File: src/rtl/core/pqs_pkg.sv
`timescale 1ns / 1ps
// ----------------------------------------------------------------------------
// pqs_pkg
// shared types, register indexes, midi codes and the pitch table
// ----------------------------------------------------------------------------
package pqs_pkg;

  localparam int CFG_INDEX_BITS = 3;

  typedef enum logic [CFG_INDEX_BITS-1:0] {
    REG_ATTACK_LENGTH  = 3'd0,
    REG_ATTACK_STEP    = 3'd1,
    REG_DECAY_LENGTH   = 3'd2,
    REG_DECAY_STEP     = 3'd3,
    REG_HOLD_LEVEL     = 3'd4,
    REG_RELEASE_LENGTH = 3'd5,
    REG_RELEASE_FACTOR = 3'd6,
    REG_LEVEL_FLOOR    = 3'd7
  } cfg_reg_t;

  typedef enum logic [2:0] {
    ST_ATTACK  = 3'd0,
    ST_DECAY   = 3'd1,
    ST_SUSTAIN = 3'd2,
    ST_RELEASE = 3'd3,
    ST_OFF     = 3'd4
  } env_stage_t;

  localparam logic [3:0] CMD_NOTE_OFF = 4'h8;
  localparam logic [3:0] CMD_NOTE_ON  = 4'h9;
  localparam logic [7:0] STATUS_STOP  = 8'hFC;
  localparam logic [7:0] STATUS_RESET = 8'hFF;

  localparam int CFG_DATA_BITS = 17;

  typedef struct packed {
    logic [15:0] attack_length;
    logic [16:0] attack_step;
    logic [15:0] decay_length;
    logic [16:0] decay_step;
    logic [16:0] hold_level;
    logic [15:0] release_length;
    logic [15:0] release_factor;
    logic [16:0] level_floor;
  } cfg_t;

  // increments of notes 120..131 at 24 bits
  function automatic logic [24:0] top_inc(input logic [3:0] s);
    logic [24:0] r;
    unique case (s)
      4'd0:    r = 25'd12740059;
      4'd1:    r = 25'd13497623;
      4'd2:    r = 25'd14300233;
      4'd3:    r = 25'd15150569;
      4'd4:    r = 25'd16051469;
      4'd5:    r = 25'd17005939;
      4'd6:    r = 25'd18017165;
      4'd7:    r = 25'd19088521;
      4'd8:    r = 25'd20223584;
      4'd9:    r = 25'd21426141;
      4'd10:   r = 25'd22700205;
      4'd11:   r = 25'd24050030;
      default: r = 25'd0;
    endcase
    return r;
  endfunction

  // increment at 24 bits for a note, from the top octave by rounded shift
  function automatic logic [24:0] note_inc(input logic [6:0] n);
    logic [14:0] q;
    logic [3:0]  oct;
    logic [3:0]  semi;
    logic [3:0]  sh;
    logic [25:0] v;
    // octave as (n * 171) >> 11, exact for seven-bit notes
    q    = 15'(n) * 15'd171;
    oct  = 4'(q >> 11);
    semi = 4'(n - 7'(oct) * 7'd12);
    sh   = 4'd10 - oct;
    v    = {1'b0, top_inc(semi)};
    if (sh != 4'd0) begin
      v = (v + (26'd1 << (sh - 4'd1))) >> sh;
    end
    return v[24:0];
  endfunction

endpackage

File: src/rtl/core/pqs_ram.sv
`timescale 1ns / 1ps
// ----------------------------------------------------------------------------
// pqs_ram
// generic single-port-write, single-port-read ram with registered read
// ----------------------------------------------------------------------------
module pqs_ram #(
  parameter int WIDTH = 8,
  parameter int DEPTH = 8
) (
  input  logic                     clk,
  input  logic                     we,
  input  logic [$clog2(DEPTH)-1:0] waddr,
  input  logic [WIDTH-1:0]         wdata,
  input  logic [$clog2(DEPTH)-1:0] raddr,
  output logic [WIDTH-1:0]         rdata
);

  logic [WIDTH-1:0] mem [DEPTH];

  always_ff @(posedge clk) begin
    if (we) begin
      mem[waddr] <= wdata;
    end
    rdata <= mem[raddr];
  end

endmodule

File: src/rtl/core/pqs_voice_update.sv
`timescale 1ns / 1ps
// ----------------------------------------------------------------------------
// pqs_voice_update
// two-stage envelope and phase step for one voice record per cycle
// ----------------------------------------------------------------------------
module pqs_voice_update #(
  parameter int PHASE_BITS      = 24,
  parameter int LEVEL_FRAC_BITS = 16,
  parameter int TICK_BITS       = 16
) (
  input  logic                       clk,
  input  pqs_pkg::cfg_t              cfg,
  input  logic [2:0]                 stage_in,
  input  logic [TICK_BITS-1:0]       ticks_in,
  input  logic [LEVEL_FRAC_BITS:0]   level_in,
  input  logic [PHASE_BITS-1:0]      phase_in,
  input  logic [6:0]                 note_in,
  output logic [2:0]                 stage_out,
  output logic [TICK_BITS-1:0]       ticks_out,
  output logic [LEVEL_FRAC_BITS:0]   level_out,
  output logic [PHASE_BITS-1:0]      phase_out
);

  localparam int LW = LEVEL_FRAC_BITS + 1;
  localparam int PW = TICK_BITS + 17;
  localparam logic [PW-1:0] ONE_P = PW'(1) << LEVEL_FRAC_BITS;
  localparam logic [LW-1:0] ONE_L = LW'(1) << LEVEL_FRAC_BITS;

  // stage one: multiply
  logic [2:0]           s1_stage;
  logic [TICK_BITS-1:0] s1_ticks;
  logic [PW-1:0]        s1_prod;
  logic [LW+15:0]       s1_rel;
  logic [PHASE_BITS-1:0] s1_phase;
  logic [24:0]          s1_inc;

  always_ff @(posedge clk) begin
    s1_stage <= stage_in;
    s1_ticks <= ticks_in;
    s1_prod  <= (stage_in == pqs_pkg::ST_ATTACK)
                ? PW'(ticks_in) * PW'(cfg.attack_step)
                : PW'(ticks_in) * PW'(cfg.decay_step);
    s1_rel   <= (LW + 16)'(level_in) * (LW + 16)'(cfg.release_factor);
    s1_phase <= phase_in;
    s1_inc   <= pqs_pkg::note_inc(note_in);
  end

  logic [TICK_BITS-1:0]  tick_inc;
  logic [LW-1:0]         rel_lvl;
  logic [LW-1:0]         sus_lvl;
  logic [PHASE_BITS-1:0] inc_p;

  assign tick_inc = s1_ticks + TICK_BITS'(1);
  assign rel_lvl  = LW'(s1_rel >> 16);
  assign sus_lvl  = (32'(cfg.hold_level) > 32'(ONE_L)) ? ONE_L : LW'(cfg.hold_level);

  always_comb begin
    if (PHASE_BITS >= 24) begin
      inc_p = PHASE_BITS'({7'd0, s1_inc} << (PHASE_BITS - 24));
    end else begin
      inc_p = PHASE_BITS'(s1_inc >> (24 - PHASE_BITS));
    end
  end

  always_comb begin
    stage_out = s1_stage;
    ticks_out = s1_ticks;
    level_out = '0;
    unique case (s1_stage)
      pqs_pkg::ST_ATTACK: begin
        level_out = (s1_prod > ONE_P) ? ONE_L : LW'(s1_prod);
        ticks_out = tick_inc;
        if (32'(tick_inc) >= 32'(cfg.attack_length)) begin
          stage_out = pqs_pkg::ST_DECAY;
          ticks_out = '0;
        end
      end
      pqs_pkg::ST_DECAY: begin
        level_out = (s1_prod > ONE_P) ? '0 : LW'(ONE_P - s1_prod);
        ticks_out = tick_inc;
        if (32'(tick_inc) >= 32'(cfg.decay_length)) begin
          stage_out = pqs_pkg::ST_SUSTAIN;
        end
      end
      pqs_pkg::ST_SUSTAIN: level_out = sus_lvl;
      pqs_pkg::ST_RELEASE: begin
        level_out = rel_lvl;
        ticks_out = tick_inc;
        if (32'(tick_inc) >= 32'(cfg.release_length) ||
            32'(rel_lvl) <= 32'(cfg.level_floor)) begin
          stage_out = pqs_pkg::ST_OFF;
          level_out = '0;
        end
      end
      default: level_out = '0;
    endcase
  end

  assign phase_out = s1_phase + inc_p;

endmodule

File: src/rtl/core/polyphonic_square_adsr_synth.sv
`timescale 1ns / 1ps
// ----------------------------------------------------------------------------
// polyphonic_square_adsr_synth
// multi-voice square synthesiser with adsr envelopes and a one-bit output
// ----------------------------------------------------------------------------
// Voice records live in one synchronous ram, one word per voice. A sample
// tick walks the voices through read, multiply and write stages and then
// loads the result register, after which the input is ready again; the walk
// holds at its end while an earlier result is still waiting. A midi request
// walks the voices and the input is ready again when that walk ends. The
// single ram read port makes both walks visit the voices one after another.
// After reset a clearing pass writes every record before the first request
// is taken.
// One result request per sample tick, none per midi request.
module polyphonic_square_adsr_synth #(
  parameter int VOICE_COUNT     = 8,
  parameter int PHASE_BITS      = 24,
  parameter int LEVEL_FRAC_BITS = 16,
  parameter int TICK_BITS       = 16
) (
  input  logic        clk,
  input  logic        rst,
  input  logic        s_tvalid,
  output logic        s_tready,
  input  logic [23:0] s_tdata,   // status_byte, note_number, velocity
  input  logic        s_tuser,   // action
  output logic        m_tvalid,
  input  logic        m_tready,
  output logic [23:0] m_tdata,   // audio_bit, any_sounding, mix_sum
  input  logic        cfg_valid,
  output logic        cfg_ready,
  input  logic [2:0]  cfg_index,
  input  logic [16:0] cfg_data
);

  localparam int VB = (VOICE_COUNT > 1) ? $clog2(VOICE_COUNT) : 1;
  localparam int LW = LEVEL_FRAC_BITS + 1;
  localparam int RW = 1 + 7 + PHASE_BITS + 3 + TICK_BITS + LW;
  localparam int CW = VB + 1;

  typedef struct packed {
    logic                  active;
    logic [6:0]            note;
    logic [PHASE_BITS-1:0] phase;
    logic [2:0]            stage;
    logic [TICK_BITS-1:0]  ticks;
    logic [LW-1:0]         level;
  } voice_t;

  typedef enum logic [4:0] {
    S_CLEAR = 5'b00001,
    S_IDLE  = 5'b00010,
    S_MIDI  = 5'b00100,
    S_TICK  = 5'b01000,
    S_OUT   = 5'b10000
  } state_t;

  state_t state;
  pqs_pkg::cfg_t cfg;

  // configuration
  assign cfg_ready = 1'b1;
  always_ff @(posedge clk) begin
    if (rst) begin
      cfg.attack_length  <= 16'd300;
      cfg.attack_step    <= 17'd218;
      cfg.decay_length   <= 16'd200;
      cfg.decay_step     <= 17'd131;
      cfg.hold_level     <= 17'd39322;
      cfg.release_length <= 16'd500;
      cfg.release_factor <= 16'd65405;
      cfg.level_floor    <= 17'd66;
    end else if (cfg_valid) begin
      unique case (pqs_pkg::cfg_reg_t'(cfg_index))
        pqs_pkg::REG_ATTACK_LENGTH:  cfg.attack_length  <= cfg_data[15:0];
        pqs_pkg::REG_ATTACK_STEP:    cfg.attack_step    <= cfg_data;
        pqs_pkg::REG_DECAY_LENGTH:   cfg.decay_length   <= cfg_data[15:0];
        pqs_pkg::REG_DECAY_STEP:     cfg.decay_step     <= cfg_data;
        pqs_pkg::REG_HOLD_LEVEL:     cfg.hold_level     <= cfg_data;
        pqs_pkg::REG_RELEASE_LENGTH: cfg.release_length <= cfg_data[15:0];
        pqs_pkg::REG_RELEASE_FACTOR: cfg.release_factor <= cfg_data[15:0];
        pqs_pkg::REG_LEVEL_FLOOR:    cfg.level_floor    <= cfg_data;
        default: ;
      endcase
    end
  end

  // request capture
  logic [7:0] req_status;
  logic [6:0] req_note;
  logic [6:0] req_vel;
  logic       claimed;

  assign s_tready = (state == S_IDLE);
  wire in_acc = s_tvalid && s_tready;

  // sequencer
  logic [CW-1:0] rd_cnt;
  logic [VB-1:0] ram_raddr;
  logic          ram_we;
  logic [VB-1:0] ram_waddr;
  voice_t        ram_wdata;
  voice_t        ram_rdata;
  logic [RW-1:0] ram_rraw;

  pqs_ram #(.WIDTH(RW), .DEPTH(VOICE_COUNT)) u_ram (
    .clk   (clk),
    .we    (ram_we),
    .waddr (ram_waddr),
    .wdata (RW'(ram_wdata)),
    .raddr (ram_raddr),
    .rdata (ram_rraw)
  );
  assign ram_rdata = voice_t'(ram_rraw);
  assign ram_raddr = rd_cnt[VB-1:0];

  // read valid pipe: d1 = data on ram port, d2 = after multiply stage
  logic          d1_v, d2_v;
  logic [VB-1:0] d1_a, d2_a;
  voice_t        d2_rec;
  logic          d2_snd;

  always_ff @(posedge clk) begin
    if (rst) begin
      d1_v <= 1'b0;
      d2_v <= 1'b0;
    end else begin
      d1_v <= (state == S_MIDI || state == S_TICK) && (rd_cnt < CW'(VOICE_COUNT));
      d2_v <= d1_v && (state == S_TICK);
    end
  end
  always_ff @(posedge clk) begin
    d1_a   <= rd_cnt[VB-1:0];
    d2_a   <= d1_a;
    d2_rec <= ram_rdata;
    d2_snd <= ram_rdata.active && (ram_rdata.stage < pqs_pkg::ST_OFF);
  end

  // tick datapath
  logic [2:0]            up_stage;
  logic [TICK_BITS-1:0]  up_ticks;
  logic [LW-1:0]         up_level;
  logic [PHASE_BITS-1:0] up_phase;

  pqs_voice_update #(
    .PHASE_BITS(PHASE_BITS), .LEVEL_FRAC_BITS(LEVEL_FRAC_BITS), .TICK_BITS(TICK_BITS)
  ) u_update (
    .clk       (clk),
    .cfg       (cfg),
    .stage_in  (ram_rdata.stage),
    .ticks_in  (ram_rdata.ticks),
    .level_in  (ram_rdata.level),
    .phase_in  (ram_rdata.phase),
    .note_in   (ram_rdata.note),
    .stage_out (up_stage),
    .ticks_out (up_ticks),
    .level_out (up_level),
    .phase_out (up_phase)
  );

  localparam int MW = (LW + VB + 2 > 22) ? LW + VB + 2 : 22;
  logic signed [MW-1:0] mix;
  logic                 any;

  wire [3:0] cmd   = req_status[7:4];
  wire is_on       = (cmd == pqs_pkg::CMD_NOTE_ON) && (req_vel != 7'd0);
  wire is_off      = (cmd == pqs_pkg::CMD_NOTE_OFF) || (cmd == pqs_pkg::CMD_NOTE_ON);
  wire is_stop     = (req_status == pqs_pkg::STATUS_STOP) ||
                     (req_status == pqs_pkg::STATUS_RESET);

  always_comb begin
    ram_we    = 1'b0;
    ram_waddr = d1_a;
    ram_wdata = ram_rdata;
    if (state == S_CLEAR) begin
      ram_we    = 1'b1;
      ram_waddr = rd_cnt[VB-1:0];
      ram_wdata = '0;
    end else if (state == S_MIDI && d1_v) begin
      if (is_on) begin
        if (!claimed && (!ram_rdata.active || ram_rdata.stage == pqs_pkg::ST_OFF)) begin
          ram_we    = 1'b1;
          ram_wdata = '0;
          ram_wdata.active = 1'b1;
          ram_wdata.note   = req_note;
          ram_wdata.stage  = pqs_pkg::ST_ATTACK;
        end
      end else if (is_off) begin
        if (ram_rdata.active && ram_rdata.note == req_note) begin
          ram_we = 1'b1;
          ram_wdata.stage = pqs_pkg::ST_RELEASE;
          ram_wdata.ticks = '0;
        end
      end else if (is_stop) begin
        ram_we = 1'b1;
        ram_wdata.stage = pqs_pkg::ST_RELEASE;
        ram_wdata.ticks = '0;
      end
    end else if (d2_v) begin
      ram_we    = 1'b1;
      ram_waddr = d2_a;
      ram_wdata = d2_rec;
      if (d2_snd) begin
        ram_wdata.stage = up_stage;
        ram_wdata.ticks = up_ticks;
        ram_wdata.level = up_level;
        ram_wdata.phase = up_phase;
      end else begin
        ram_wdata.active = 1'b0;
      end
    end
  end

  // output register
  localparam logic signed [MW-1:0] LIM_HI = MW'((1 << 20) - 1);
  localparam logic signed [MW-1:0] LIM_LO = -MW'(1 << 20);
  logic        out_bit;
  logic        out_any;
  logic [20:0] out_mix;
  logic signed [MW-1:0] shown;

  always_comb begin
    if (mix > LIM_HI) shown = LIM_HI;
    else if (mix < LIM_LO) shown = LIM_LO;
    else shown = mix;
  end
  assign m_tdata = {1'b0, out_mix, out_any, out_bit};

  always_ff @(posedge clk) begin
    if (rst) begin
      state    <= S_CLEAR;
      rd_cnt   <= '0;
      m_tvalid <= 1'b0;
      claimed  <= 1'b0;
      mix      <= '0;
      any      <= 1'b0;
    end else begin
      if (m_tvalid && m_tready) m_tvalid <= 1'b0;
      if (state == S_MIDI && d1_v && is_on && ram_we) claimed <= 1'b1;
      if (d2_v && d2_snd) begin
        any <= 1'b1;
        if (!up_phase[PHASE_BITS-1]) mix <= mix + MW'(up_level);
        else mix <= mix - MW'(up_level);
      end
      unique case (state)
        S_CLEAR: begin
          if (rd_cnt == CW'(VOICE_COUNT - 1)) begin
            rd_cnt <= '0;
            state  <= S_IDLE;
          end else begin
            rd_cnt <= rd_cnt + CW'(1);
          end
        end
        S_IDLE: begin
          rd_cnt  <= '0;
          claimed <= 1'b0;
          mix     <= '0;
          any     <= 1'b0;
          if (in_acc) state <= s_tuser ? S_MIDI : S_TICK;
        end
        S_MIDI: begin
          if (rd_cnt < CW'(VOICE_COUNT)) rd_cnt <= rd_cnt + CW'(1);
          else if (!d1_v) state <= S_IDLE;
        end
        S_TICK: begin
          if (rd_cnt < CW'(VOICE_COUNT)) rd_cnt <= rd_cnt + CW'(1);
          else if (!d1_v && !d2_v && (!m_tvalid || m_tready)) state <= S_OUT;
        end
        S_OUT: begin
          m_tvalid <= 1'b1;
          out_bit  <= (mix >= 0);
          out_any  <= any;
          out_mix  <= 21'(shown);
          state    <= S_IDLE;
        end
        default: state <= S_IDLE;
      endcase
    end
  end

  always_ff @(posedge clk) begin
    if (in_acc) begin
      req_status <= s_tdata[7:0];
      req_note   <= s_tdata[14:8];
      req_vel    <= s_tdata[21:15];
    end
  end

  // checks
  a_one_hot: assert property (@(posedge clk) disable iff (rst) $onehot(state))
    else $error("state not one-hot");
  a_no_accept_busy: assert property (@(posedge clk) disable iff (rst)
    (state != S_IDLE) |-> !s_tready) else $error("accept while busy");
  a_result_from_tick: assert property (@(posedge clk) disable iff (rst)
    $rose(m_tvalid) |-> $past(state == S_OUT)) else $error("result without tick");
  a_stage_pipe: assert property (@(posedge clk) disable iff (rst)
    d2_v |-> $past(d1_v)) else $error("write-back without read");

endmodule
File: config.mk
export PLATFORM = sky130hd
export DESIGN_NAME = polyphonic_square_adsr_synth
export DESIGN_NICKNAME = d
export VERILOG_FILES = /design/src/rtl/core/pqs_pkg.sv /design/src/rtl/core/pqs_ram.sv /design/src/rtl/core/pqs_voice_update.sv /design/src/rtl/core/polyphonic_square_adsr_synth.sv
export SDC_FILE = /design/constraint.sdc
export NUM_CORES = 2
export LEC_CHECK = 0
export BUFFER_PORTS_ARGS = -buffer_cell sky130_fd_sc_hd__buf_2
export CORE_MARGIN = 2
export CORE_UTILIZATION = 45
export DETAILED_ROUTE_END_ITERATION = 16
export PLACE_DENSITY = 0.57
export REMOVE_ABC_BUFFERS = 1
export SYNTH_ARGS = -nofsm -noshare
export SYNTH_HDL_FRONTEND = slang
export SYNTH_SLANG_ARGS = --single-unit
File: constraint.sdc
create_clock -name clk -period 10.2 [get_ports clk]
set_clock_uncertainty 0.1 [all_clocks]
set_input_delay 2.04 -clock clk [delete_from_list [all_inputs] [get_ports clk]]
set_output_delay 2.04 -clock clk [all_outputs]
set_load 0.03 [all_outputs]
==> out/qor.csv <==
stage;metric;value;unit
cts;CTS resizes;0;
synthesis;syn avg cell area;10.60;um2
routing;antenna viol nets, final;0;
floorplan;num rows;144;
finish;share of layout cells above drive strength 1;9.658;%
cts;Hold-fix buffers, CTS;0;
cts;TritonCTS clock tree;built;
synthesis;Post-Synth XOR/XNOR Area;2.228;%
setup_path;R2R Path Start;u_ram.rdata[66];
finish;most common cell after layout, fill and taps aside;nand2_1;
timing;final hold vios;0;
timing;final slew viol count;0;
setup_path;Worst R2R Path Depth;31;
synthesis;Synth top area share;25.46;%
floorplan;die area;157500;um2
cts;setup repair bufs after CTS;0;
finish;post-route insts no fill;8634;
setup_path;cell mode on critical path;ha_1;
setup_path;slowest stage delay, CP;540;ps
synthesis;Synth Area in Simple Gates;12.61;%
setup_path;Worst setup endpoint;u_update.s1_inc[14];
cts;maximum root-to-sink buffer count;3;
finish;most frequent cells in the layout;nand2_1 (958), inv_1 (831), fa_1 (635), edfxtp_1 (589), ha_1 (489);
floorplan;Die X;396.9;um
timing;Setup-failing EPs final;0;
placed_design;GPL Wtd Cong;0.8865;
floorplan;core footprint;153700;um2
timing;period utilization;90.29;%
flow_run;maxcap violations;0;
synthesis;post-synthesis compound-gate area fraction;8.041;%
timing;final setup TNS;0;ps
synthesis;Synth area leader;edfxtp_1;
finish;Final Cell Area;75680;um2
grt;first-pass GRT wire length;288200;um
timing;Max Fclk;108.6;MHz
synthesis;Synth area leaders;edfxtp_1 (25%), fa_1 (18%), dfxtp_1 (11%);
timing;RSZ-0062 raised after global routing;no;
setup_path;reg-to-reg endpoint;u_update.s1_inc[14];
cts;htree depth;3;
outcome;status;complete, no violations;
timing;Worst slew margin;8.032;%
synthesis;Post-Synthesis Cells;6552;
grt;Tot GR Track Use;23.63;%
synthesis;synthesized flop and latch total;974;
routing;First-pass DRT Iterations;9;
finish;Net count, final;7669;
grt;number of global-route vias before repair;48895;
grt;initial antenna violation count;11;
timing;Slew @ Worst Pin;1370;ps
cts;Num CTS Buffers;104;
synthesis;Async SR Flop Fraction;0;%
routing;DR DRC count;0;
timing;clock period minus worst slack;9210;ps
setup_path;R2R setup slack;990;ps
finish;Layout Utilization;49.24;%
setup_path;CP Class;flop to flop;
setup_path;critical path endpoint category;flop;
placed_design;Post-Place Cell Area;72050;um2
routing;DR iter-0 viols;3156;
synthesis;main combinational cell family by area after synthesis;adder cells;
routing;Vias/cell;5.495;
synthesis;synth unique cells;87;
finish;P&R area growth vs syn;8.952;%
setup_path;Critical Path Start;u_ram.rdata[66];
routing;Via Count;47441;
setup_path;CP required;10710;ps
placed_design;dpl cells;8433;
placed_design;dpl hpwl;128200;um
cts;clock sink total;974;
synthesis;Synth Area in Adders;27.40;%
routing;DRT Wirelength;183100;um
grt;largest net degree at the start of global routing;81;
cts;worst-skew pair later-pin latency;750;ps
floorplan;io pins;77;
synthesis;count of warnings emitted by yosys;0;
setup_path;Worst Setup Start Kind;flop;
setup_path;critical path data arrival time;9720;ps
grt;Congestion Overflow GR;0;
worst_hold_path;hold depth;0;
placed_design;# port buffers;72;
worst_hold_path;Tightest Hold Check Type;flop to flop;
cts;clock root buffer;clkbuf_16;
synthesis;post-synthesis mux area share;6.688;%
synthesis;sequential fraction of the synthesis area;36.56;%
cts;Reg clk slew, reported paths;60;ps
floorplan;chip height;396.9;um
synthesis;Top FF cell, synth;edfxtp_1;
synthesis;synthesized cell area;69460;um2
setup_path;Critical-path top delay cell;xnor2_1;
synthesis;EDFF count, synth;589;
floorplan;Initial Utilization;45.20;%
routing;per-cell routed wire length;21.20;um
setup_path;Crit Path Max Fanout;14;
==> sequential cells by signal, indices dropped and copies added, names as in the netlist, 3 cells and up <==
register,flops
mix,22
u_update.s1_ticks,16
out_mix,21
req_vel,7
cfg,132
d1_a,3
rd_cnt,4
u_update.s1_rel,17
state,5
req_status,8
d2_rec,25
u_ram.rdata,68
u_ram.mem,544
u_update.s1_stage,3
d2_a,3
u_update.s1_prod,33
u_update.s1_phase,24
u_update.s1_inc,24
req_note,7
==> metal layers <==
layer / vias up / track usage [%] / share of wire, %
met5: - / 0 / 0.015
li1: 21841 / - / -
met4: 6 / 6.484 / 2.5
met2: 1236 / 37.73 / 46
met3: 225 / 3.174 / 5.7
met1: 24133 / 33.78 / 46
==> cell type report <==
type                    count  area [um2]
flip-flops and latches    974       25410
clock buffers             146        2983
fillers                 13946       78010
well taps                2044        2557
multi-input cells        4394       39700
repair buffers            188        1259
diodes                      5       12.51
inverters                 833        3127
clock inverters            50       640.6
==> metrics by stage <==
step,worst slack (ps),hold slack (ps)
2_1_floorplan,379.0,230.1
3_3_place_gp,1115,233.9
3_5_place_dp,1019,235.9
4_1_cts,988.4,250.3
5_1_grt,191.8,254.4
6_report,990.4,249.5
==> synthesized netlist by cell type, types with 18 or more instances <==
cell / n
mux4_2: 141
ha_1: 489
a31oi_1: 28
nor3_1: 70
inv_1: 832
fa_1: 635
nand3_1: 87
and2_1: 298
o31ai_1: 21
o21a_1: 29
edfxtp_1: 589
mux2i_1: 58
xor2_1: 70
buf_1: 21
nor2b_1: 26
or3_1: 24
o211ai_1: 43
nor2_1: 308
a21oi_1: 298
o22ai_1: 24
xnor2_1: 104
and3_1: 18
a211oi_1: 60
maj3_1: 20
nand4_1: 26
clkbuf_1: 306
dfxtp_1: 385
mux2_2: 79
nand2b_1: 34
a21o_1: 67
o21ai_0: 141
nand2_1: 959
==> worst min path at each step <==
stage               startpoint              endpoint  slack (ps)
2_1_floorplan          d1_a[1]               d2_a[1]         230
3_3_place_gp           d1_a[0]               d2_a[0]         230
3_5_place_dp           d1_a[0]               d2_a[0]         240
4_1_cts                d1_a[0]               d2_a[0]         250
5_1_grt        u_ram.rdata[42]  u_update.s1_phase[6]         250
6_report               d1_a[0]               d2_a[0]         250
==> worst max-delay path, delay by kind of cell, from the launching register on <==
family          cells  cell delay, ps
simple gates        3             390
buf+inv             3             410
fa+ha+maj           7            2730
xor+xnor            4            1430
flops               1             480
compound gates     12            2720
mux                 2             790
==> kinds of logic after synthesis <==
group                      count (synthesis)
and+or+nand+nor                         1926
buffers and inverters                   1184
adders and majority gates               1144
DFF                                      974
AOI/OAI and AO/OA                        869
muxes                                    278
xor gates and xnor gates                 175
other                                      2
Power is left out: the tool's default activity adds up to more than one toggle a clock period on the data nets, which glitch-free logic cannot reach.
